## src/itsu_pkg.sv

```systemverilog
// ----------------------------------------------------------------------------
// itsu_pkg
// Shared types, constants and byte coding for the superscript formatter.
// ----------------------------------------------------------------------------
package itsu_pkg;

	localparam int VALUE_W    = 64;
	localparam int DIGIT_W    = 4;
	localparam int NUM_DIGITS = 20;
	localparam int BCD_W      = NUM_DIGITS * DIGIT_W;
	localparam int BIT_CNT_W  = $clog2(VALUE_W);
	localparam int DIG_CNT_W  = $clog2(NUM_DIGITS + 1);

	localparam logic [7:0] LEAD_TWO   = 8'hC2;
	localparam logic [7:0] LEAD_THREE = 8'hE2;
	localparam logic [7:0] MID_THREE  = 8'h81;
	localparam logic [7:0] LOW_BASE   = 8'hB0;
	localparam logic [7:0] LOW_ONE    = 8'hB9;
	localparam logic [7:0] LOW_MINUS  = 8'hBB;

	typedef enum logic [2:0] {
		ST_IDLE,
		ST_CONV,
		ST_SKIP,
		ST_SIGN,
		ST_DIGIT
	} state_t;

	// Digits 1, 2 and 3 are two-byte characters, the rest take three bytes.
	function automatic logic is_short(input logic [DIGIT_W-1:0] digit);
		is_short = (digit == 4'd1) || (digit == 4'd2) || (digit == 4'd3);
	endfunction

	function automatic logic [7:0] digit_byte(input logic [DIGIT_W-1:0] digit,
		input logic [1:0] sub);
		logic [7:0] low;
		low = (digit == 4'd1) ? LOW_ONE : (LOW_BASE + {4'd0, digit});
		if (is_short(digit)) begin
			digit_byte = (sub == 2'd0) ? LEAD_TWO : low;
		end else begin
			case (sub)
				2'd0:    digit_byte = LEAD_THREE;
				2'd1:    digit_byte = MID_THREE;
				default: digit_byte = low;
			endcase
		end
	endfunction

	function automatic logic [7:0] minus_byte(input logic [1:0] sub);
		case (sub)
			2'd0:    minus_byte = LEAD_THREE;
			2'd1:    minus_byte = MID_THREE;
			default: minus_byte = LOW_MINUS;
		endcase
	endfunction

endpackage

```

## src/integer_to_superscript_utf8.sv

```systemverilog
// ----------------------------------------------------------------------------
// integer_to_superscript_utf8
// Converts a signed 64-bit integer to a UTF-8 string of superscript digits.
// ----------------------------------------------------------------------------
//  Channel  Handshake                 Payload
//  input    in_valid / in_stall       value[63:0], signed
//  output   out_valid / out_stall     utf8_byte[7:0], last
//
//  An input transaction runs shift-and-add-3 binary to BCD conversion through
//  a bank of 20 parallel digit adjust units, then leading zero removal, then
//  emits one output byte per cycle at best (2 to 60 bytes). The next
//  transaction can be accepted in the cycle after the final byte is registered.
//  in_stall is high from acceptance until the final byte is registered.
//  Reset clears the sequencer and the output valid flag.
// ----------------------------------------------------------------------------
module integer_to_superscript_utf8 (
	input  logic                             clk,
	input  logic                             arst_n,
	input  logic                             in_valid,
	output logic                             in_stall,
	input  logic signed [itsu_pkg::VALUE_W-1:0] value,
	output logic                             out_valid,
	input  logic                             out_stall,
	output logic [7:0]                       utf8_byte,
	output logic                             last
);

	itsu_pkg::state_t state_q, state_d;

	logic [itsu_pkg::VALUE_W-1:0]   mag_q;
	logic [itsu_pkg::BCD_W-1:0]     bcd_q;
	logic [itsu_pkg::BCD_W-1:0]     bcd_adj;
	logic [itsu_pkg::BIT_CNT_W-1:0] bit_cnt_q;
	logic [itsu_pkg::DIG_CNT_W-1:0] dig_left_q;
	logic [1:0]                     sub_q;
	logic                           neg_q;
	logic                           out_valid_q;
	logic [7:0]                     byte_q;
	logic                           last_q;

	logic [itsu_pkg::DIGIT_W-1:0] top_digit;
	logic                         slot_free;
	logic                         emit;
	logic [7:0]                   emit_byte;
	logic                         char_end;
	logic                         emit_last;
	logic                         in_accept;

	assign top_digit = bcd_q[itsu_pkg::BCD_W-1 -: itsu_pkg::DIGIT_W];
	assign slot_free = !out_valid_q || !out_stall;
	assign in_stall  = (state_q != itsu_pkg::ST_IDLE);
	assign in_accept = in_valid && !in_stall;

	always_comb begin
		for (int i = 0; i < itsu_pkg::NUM_DIGITS; i++) begin
			bcd_adj[i*itsu_pkg::DIGIT_W +: itsu_pkg::DIGIT_W] =
				(bcd_q[i*itsu_pkg::DIGIT_W +: itsu_pkg::DIGIT_W] >= 4'd5) ?
				bcd_q[i*itsu_pkg::DIGIT_W +: itsu_pkg::DIGIT_W] + 4'd3 :
				bcd_q[i*itsu_pkg::DIGIT_W +: itsu_pkg::DIGIT_W];
		end
	end

	always_comb begin
		emit      = 1'b0;
		emit_byte = itsu_pkg::minus_byte(sub_q);
		char_end  = 1'b0;
		emit_last = 1'b0;
		unique case (state_q)
			itsu_pkg::ST_SIGN: begin
				emit     = slot_free;
				char_end = (sub_q == 2'd2);
			end
			itsu_pkg::ST_DIGIT: begin
				emit      = slot_free;
				emit_byte = itsu_pkg::digit_byte(top_digit, sub_q);
				char_end  = itsu_pkg::is_short(top_digit) ? (sub_q == 2'd1) : (sub_q == 2'd2);
				emit_last = char_end && (dig_left_q == itsu_pkg::DIG_CNT_W'(1));
			end
			default: begin
				emit = 1'b0;
			end
		endcase
	end

	always_comb begin
		state_d = state_q;
		unique case (state_q)
			itsu_pkg::ST_IDLE: begin
				if (in_accept) begin
					state_d = itsu_pkg::ST_CONV;
				end
			end
			itsu_pkg::ST_CONV: begin
				if (bit_cnt_q == '1) begin
					state_d = itsu_pkg::ST_SKIP;
				end
			end
			itsu_pkg::ST_SKIP: begin
				if (top_digit != '0 || dig_left_q == itsu_pkg::DIG_CNT_W'(1)) begin
					state_d = neg_q ? itsu_pkg::ST_SIGN : itsu_pkg::ST_DIGIT;
				end
			end
			itsu_pkg::ST_SIGN: begin
				if (emit && char_end) begin
					state_d = itsu_pkg::ST_DIGIT;
				end
			end
			itsu_pkg::ST_DIGIT: begin
				if (emit && emit_last) begin
					state_d = itsu_pkg::ST_IDLE;
				end
			end
			default: state_d = itsu_pkg::ST_IDLE;
		endcase
	end

	always_ff @(posedge clk or negedge arst_n) begin
		if (!arst_n) begin
			state_q     <= itsu_pkg::ST_IDLE;
			out_valid_q <= 1'b0;
			bit_cnt_q   <= '0;
			dig_left_q  <= '0;
			sub_q       <= '0;
		end else begin
			state_q <= state_d;
			if (emit) begin
				out_valid_q <= 1'b1;
			end else if (!out_stall) begin
				out_valid_q <= 1'b0;
			end
			unique case (state_q)
				itsu_pkg::ST_IDLE: begin
					bit_cnt_q  <= '0;
					dig_left_q <= itsu_pkg::DIG_CNT_W'(itsu_pkg::NUM_DIGITS);
					sub_q      <= '0;
				end
				itsu_pkg::ST_CONV: begin
					bit_cnt_q <= bit_cnt_q + 1'b1;
				end
				itsu_pkg::ST_SKIP: begin
					if (top_digit == '0 && dig_left_q != itsu_pkg::DIG_CNT_W'(1)) begin
						dig_left_q <= dig_left_q - 1'b1;
					end
				end
				itsu_pkg::ST_SIGN: begin
					if (emit) begin
						sub_q <= char_end ? 2'd0 : sub_q + 2'd1;
					end
				end
				itsu_pkg::ST_DIGIT: begin
					if (emit) begin
						sub_q <= char_end ? 2'd0 : sub_q + 2'd1;
						if (char_end) begin
							dig_left_q <= dig_left_q - 1'b1;
						end
					end
				end
				default: begin
					sub_q <= '0;
				end
			endcase
		end
	end

	always_ff @(posedge clk) begin
		if (in_accept) begin
			neg_q <= value[itsu_pkg::VALUE_W-1];
			mag_q <= value[itsu_pkg::VALUE_W-1] ? (itsu_pkg::VALUE_W'(0) - value) : value;
			bcd_q <= '0;
		end else if (state_q == itsu_pkg::ST_CONV) begin
			{bcd_q, mag_q} <= {bcd_adj, mag_q} << 1;
		end else if ((state_q == itsu_pkg::ST_SKIP && top_digit == '0
				&& dig_left_q != itsu_pkg::DIG_CNT_W'(1))
				|| (state_q == itsu_pkg::ST_DIGIT && emit && char_end)) begin
			bcd_q <= bcd_q << itsu_pkg::DIGIT_W;
		end
		if (emit) begin
			byte_q <= emit_byte;
			last_q <= emit_last;
		end
	end

	assign out_valid = out_valid_q;
	assign utf8_byte = byte_q;
	assign last      = last_q;

	ast_accept_starts_conv: assert property (@(posedge clk) disable iff (!arst_n)
		in_accept |=> state_q == itsu_pkg::ST_CONV)
		else $error("Accepted transaction did not start conversion.");

	ast_last_ends_item: assert property (@(posedge clk) disable iff (!arst_n)
		emit && emit_last |=> state_q == itsu_pkg::ST_IDLE && out_valid_q && last_q)
		else $error("Final byte did not end the transaction.");

	ast_digits_left: assert property (@(posedge clk) disable iff (!arst_n)
		state_q == itsu_pkg::ST_DIGIT |-> dig_left_q != '0)
		else $error("Digit emission with no digits left.");

	ast_skip_after_conv: assert property (@(posedge clk) disable iff (!arst_n)
		$rose(state_q == itsu_pkg::ST_SKIP) |-> $past(state_q) == itsu_pkg::ST_CONV
			&& $past(bit_cnt_q) == '1)
		else $error("Digit scan entered before conversion finished.");

	ast_no_emit_when_held: assert property (@(posedge clk) disable iff (!arst_n)
		out_valid_q && out_stall |-> !emit)
		else $error("Output register overwritten while stalled.");

endmodule

```

## config.mk

```make
export PLATFORM = sky130hd
export DESIGN_NAME = integer_to_superscript_utf8
export DESIGN_NICKNAME = d
export VERILOG_FILES = /design/src/itsu_pkg.sv /design/src/integer_to_superscript_utf8.sv
export SDC_FILE = /design/constraint.sdc
export NUM_CORES = 1
export LEC_CHECK = 0
export ABC_AREA = 1
export BUFFER_PORTS_ARGS = -buffer_cell sky130_fd_sc_hd__buf_2
export CAP_MARGIN = 20
export CORE_MARGIN = 4
export CORE_UTILIZATION = 45
export CTS_BUF_LIST = sky130_fd_sc_hd__clkbuf_2 sky130_fd_sc_hd__clkbuf_4 sky130_fd_sc_hd__clkbuf_8
export CTS_CLUSTER_SIZE = 30
export DETAILED_ROUTE_END_ITERATION = 8
export GPL_TIMING_DRIVEN = 0
export PLACE_DENSITY = 0.62
export SLEW_MARGIN = 20
export SYNTH_ARGS = -nofsm -noshare
export SYNTH_HDL_FRONTEND = slang
export SYNTH_SLANG_ARGS = --single-unit
```

## constraint.sdc

```tcl
create_clock -name clk -period 2.8 [get_ports clk]
set_input_delay 0.14 -clock clk [delete_from_list [all_inputs] [get_ports clk]]
set_output_delay 0.14 -clock clk [all_outputs]
set_load 0.02 [all_outputs]
```

-- Word level (Yosys, flattened, before mapping)
Index checks and enable logic that the tools add are counted.
- register bits: 171
- input port bits: 68
- output and inout port bits: 11
- bitwise logic cells: 1
- multiplexer cells: 52
- add/sub/neg operators: 25
- magnitude comparators: 20
- equality and inequality tests: 22
- reduce and logical (&&, ||, !) cells: 31
- operators by type and width (operator ; count):
    two-way mux 64 bit ; 3
    two-way mux 80 bit ; 2
    greater-or-equal comparator 4 x 3 -> 1 bit (second input constant) ; 20
    adder 4 x 2 -> 4 bit (second input constant) ; 19
    two-way mux 4 bit ; 19
    subtractor 1 x 64 -> 64 bit (first input constant) ; 1
    two-way mux 8 bit ; 4
    two-way mux 3 bit ; 7
    inequality test 2 bit (second input constant) ; 8
    one-hot mux 8 bit (2 select lines) ; 1
    two-way mux 5 bit ; 3
    one-hot mux 3 bit (5 select lines) ; 1
    one-hot mux 5 bit (3 select lines) ; 1
    one-hot mux 7 bit (2 select lines) ; 1
    one-hot mux 6 bit (2 select lines) ; 1
    logical AND 1 bit ; 9
    adder 8 x 4 -> 8 bit (first input constant) ; 1
    == test 4 x 2 -> 1 bit (second input constant) ; 2
    adder 6 x 1 -> 6 bit (second input constant) ; 1
    == test 3 x 2 -> 1 bit (second input constant) ; 2
    == test 6 bit (second input constant) ; 1
    nonzero test 2 bit ; 3
    nonzero test 3 bit ; 2
    == test 5 x 1 -> 1 bit (second input constant) ; 1
    25 further kinds ; 38

-- Longest topological paths before layout
- depth after elaboration: 9
- gate-level depth with buffers: 14
- mapped depth without buffers: 13

-- Worst setup path after synthesis
Ideal clock, no wire load.
- path kind: reg-to-reg
- start point: register state_q[0]
- end point: register mag_q[0] in the netlist's numbering, enable pin
- setup slack: -186 ps
- arrival: 2568 ps
- cell stages (with the launch flop): 9
- buffers on the path: 1
- period minus slack after synthesis: 2986 ps
- data required time: 2382 ps
- library setup time: 418 ps
- cells stage by stage: dfrtp_1 > inv_2 > nand2_4 > nor2_1 > nand2_1 > inv_2 > clkbuf_1 > nor2_1 > inv_1
- longest elaborated chain between the ends: 4
- elaborated cells between the ends (all ways): 5
- RTL lines (element ; RTL line ; RTL):
    start: declaration ; integer_to_superscript_utf8.sv:28 ; itsu_pkg::state_t state_q, state_d;
    start signal: assignment ; integer_to_superscript_utf8.sv:119 ; state_q <= itsu_pkg::ST_IDLE;
    start signal: assignment ; integer_to_superscript_utf8.sv:125 ; state_q <= state_d;
    nonzero test 3 bit ; integer_to_superscript_utf8.sv:51 ; assign in_stall = (state_q != itsu_pkg::ST_IDLE);
    zero test 1 bit ; integer_to_superscript_utf8.sv:52 ; assign in_accept = in_valid && !in_stall;
    logical AND 1 bit ; integer_to_superscript_utf8.sv:52 ;
    nonzero test 2 bit (no source line) (*) ; -- ;
    end signal: assignment ; integer_to_superscript_utf8.sv:168 ; mag_q <= value[itsu_pkg::VALUE_W-1] ? (itsu_pkg::VALUE_W'(0) - value) : value;
    end signal: assignment ; integer_to_superscript_utf8.sv:171 ; {bcd_q, mag_q} <= {bcd_adj, mag_q} << 1;
    end: declaration ; integer_to_superscript_utf8.sv:30 ; logic [itsu_pkg::VALUE_W-1:0] mag_q;
Every way passes the cells marked *; elsewhere a longest branch is shown, timed or not.
A chain may end at the register's enable or synchronous reset.

-- Final worst setup path
- start point: register state_q[0]
- end point: register mag_q[16] in the netlist's numbering, enable pin
The elaborated chain is that of the path after synthesis.

==> results.cfg <==
[worst_setup_path]
crit_fanout = 35
reg2reg_depth = 8
r2r_end = mag_q[16]
cp.required_ps = 2980
critical_path_class = flip-flop to flip-flop
r2r_start = state_q[0]
rrSetupSlack_ps = 190
end_kind = flip-flop
crit_arrival_ps = 2800
start_kind = flip-flop

[clocking]
clock-sinks = 170
clk_pin_slew_ps = 100
h-tree-depth = 4
clockRootBuffer = clkbuf_8
clkLatencyLatePin_ps = 460
cts_buffers = 17
clockBufferDepth = 2
post-cts-setup-buffers = 0
cts_tree = yes

[timing]
slew_headroom = 0.3968
timing.setup.tns_ps = 0
maxSlewViolCount = 0
hold_viol = 0
tightest_slew_ps = 895.4
setup_viol_count_final = 0
fin_ws_ps = 187.2
period_share = 0.9331
whs_ps = 53.04
clock_skew_ps = 15.68
fin_crit_ps = 2613
rsz0062_at_grt = false
fmax_mhz = 382.7

[route]
via_per_inst = 5.407
vias = 11510
met1_length_um = 15580
wl_met3_um = 1777
drt_iter0_markers = 1033
wire_per_inst_um = 16.05
wl_met2_um = 15960
drt_first_pass_iters = 6
drc = 0
top_layer = met4
drt_wl_total_um = 34170
ant_nets = 0

[floorplan]
rows = 58
fp.dieW_um = 168.8
core-area_um2 = 25330
initial_utilization = 0.4595
die_y_um = 168.8
io_pins = 79
die_area_um2 = 28500

[hold_path]
hold_depth = 3
hp-class = input pin to flip-flop
hold_start = value[0]
hold_end = mag_q[0]

[placement]
pre_cts_ws_ps = -467.1
dp_cells = 2095
dpl_cell_area_um2 = 12460
io_buffers = 77
routabilityCongestion = 0.9611
dp_hpwl_um = 25700

[yosys]
synthDistinctLibCells = 42
syn_area_per_cell_um2 = 6.899
syn_area_um2 = 11640
synthArstFlopShare = 0.1000
synth_warnings = 0
syn_inst = 1687
synth_edf_count = 73
ys_ff_latch = 170
synth_flop_cell = dfxtp_1
ys_seq_area_frac = 0.3625
syn_nets = 1806

[finish]
register_area_um2 = 4219
synthToLayoutAreaGrowth_pct = 11.03
diodes = 0
fillers = 2621
drive_above_1_share = 0.09339
stdcell_area_um2 = 12920
multi_input_area_um2 = 6467
nNetsFinal = 1905
postLayoutCoreUtil = 0.5102
instances_no_fill = 2129

[power_and_ir_drop]
leakage_nw = 5.302
max-vdd-ir-drop_mv = 0.5514
power_density_nw_per_um2 = 1018
fin_total_pwr_mw = 13.16

[global_route]
grt_antenna_before_repair = 0
grt_max_degree = 36
grt_pass1_wl_um = 55530
grt_remaining_overflow = 0
grt_pass1_vias = 11010
grt_util_all_layers = 0.2389

[flow_run]
maxCapViolCount = 0

[run_status]
status = completed
## routing by layer
metal,up-vias,track usage
li1,5826,-
met1,5284,0.3199
met2,348,0.4018
met3,54,0.02966
met4,0,0.07869
met5,-,0
## registers in the layout, indices dropped and copies added (netlist names)
register,flops
bcd_q,80
last,1
state_q,3
mag_q,64
bit_cnt_q,6
utf8_byte,7
sub_q,2
dig_left_q,5
out_valid,1
neg_q,1
## cell type report
cell class                 instances  share of cell area
clock inverter                    12             0.01336
sequential                       170              0.3265
timing repair inverter             1           0.0005809
multi-input combinational       1283              0.5005
timing repair buffer              81             0.03369
tap                              330             0.03195
clock buffer                      20             0.01985
buffer                            72             0.02682
inverter                         160             0.04677
## worst max path at each step
stage               startpoint  slack [ps]   endpoint  depth (start not counted)
floorplan           state_q[0]         210   mag_q[0]                          8
global placement    state_q[1]        -720   mag_q[8]                          7
detailed placement  state_q[1]        -470   mag_q[8]                          8
CTS                 state_q[1]         170  mag_q[16]                          7
global route        state_q[1]          30  mag_q[18]                          7
finish              state_q[0]         190  mag_q[16]                          8
## layout by cell type (no fill, tap or decap), types with 35 or more instances in the layout
cell / Yosys / routed
edfxtp_1: 73 / 73
clkbuf_1: 37 / 35
nand3_1: 180 / 180
a21oi_1: 129 / 129
ha_1: 51 / 51
o21ai_0: 199 / 199
nor2_1: 156 / 156
nand2_1: 423 / 423
xor2_1: 39 / 39
inv_1: 153 / 152
dfxtp_1: 80 / 80
buf_2: 20 / 96
## worst max-delay path, stage by stage, from the launching register on
cell	delay [ps]
dfrtp_1	470
inv_2	100
nand2_4	120
nor2_1	70
nand2_1	200
inv_2	210
nor2_1	390
clkinvlp_4	450
buf_12	310
## logic make-up (layout without fill, tap and decap cells)
group | Yosys count | count (layout) | synth area share
and+or+nand+nor | 825 | 825 | 0.3047
AOI/OAI and AO/OA | 356 | 356 | 0.1582
buffers and inverters | 234 | 346 | 0.08181
other | 1 | 1 | 0.0003222
xor gates and xnor gates | 50 | 50 | 0.03763
adders and majority gates | 51 | 51 | 0.05483
DFF | 170 | 170 | 0.3625
## power by group
part / total (mW) / internal, mW / switching (mW)
registers: 4.68 / 4.00 / 0.676
logic: 6.55 / 2.06 / 4.49
clock network: 1.93 / 1.00 / 0.935
## timing repair
item,in CTS,in global routing
endpoints found under the setup margin,64,17
cloned,1,0
hold buffers,3,0
hold endpoints to repair,19,0
gates resized for setup,1,1
## synth_stat cells, drive strengths merged, types with 9 or more instances
master / instances / area share
clkbuf: 37 / 0.012
dfxtp: 80 / 0.14
xnor2: 11 / 0.0083
nor2: 160 / 0.055
o21ai: 200 / 0.086
xor2: 39 / 0.029
a21oi: 129 / 0.055
ha: 51 / 0.055
or2: 14 / 0.0075
nand3b: 9 / 0.0058
dfrtp: 17 / 0.037
nand2: 426 / 0.14
edfxtp: 73 / 0.19
nand3: 181 / 0.079
nand4: 30 / 0.017
a31oi: 9 / 0.0048
buf: 37 / 0.018
inv: 160 / 0.052
Note: power is estimated with default switching activity, not from simulation.
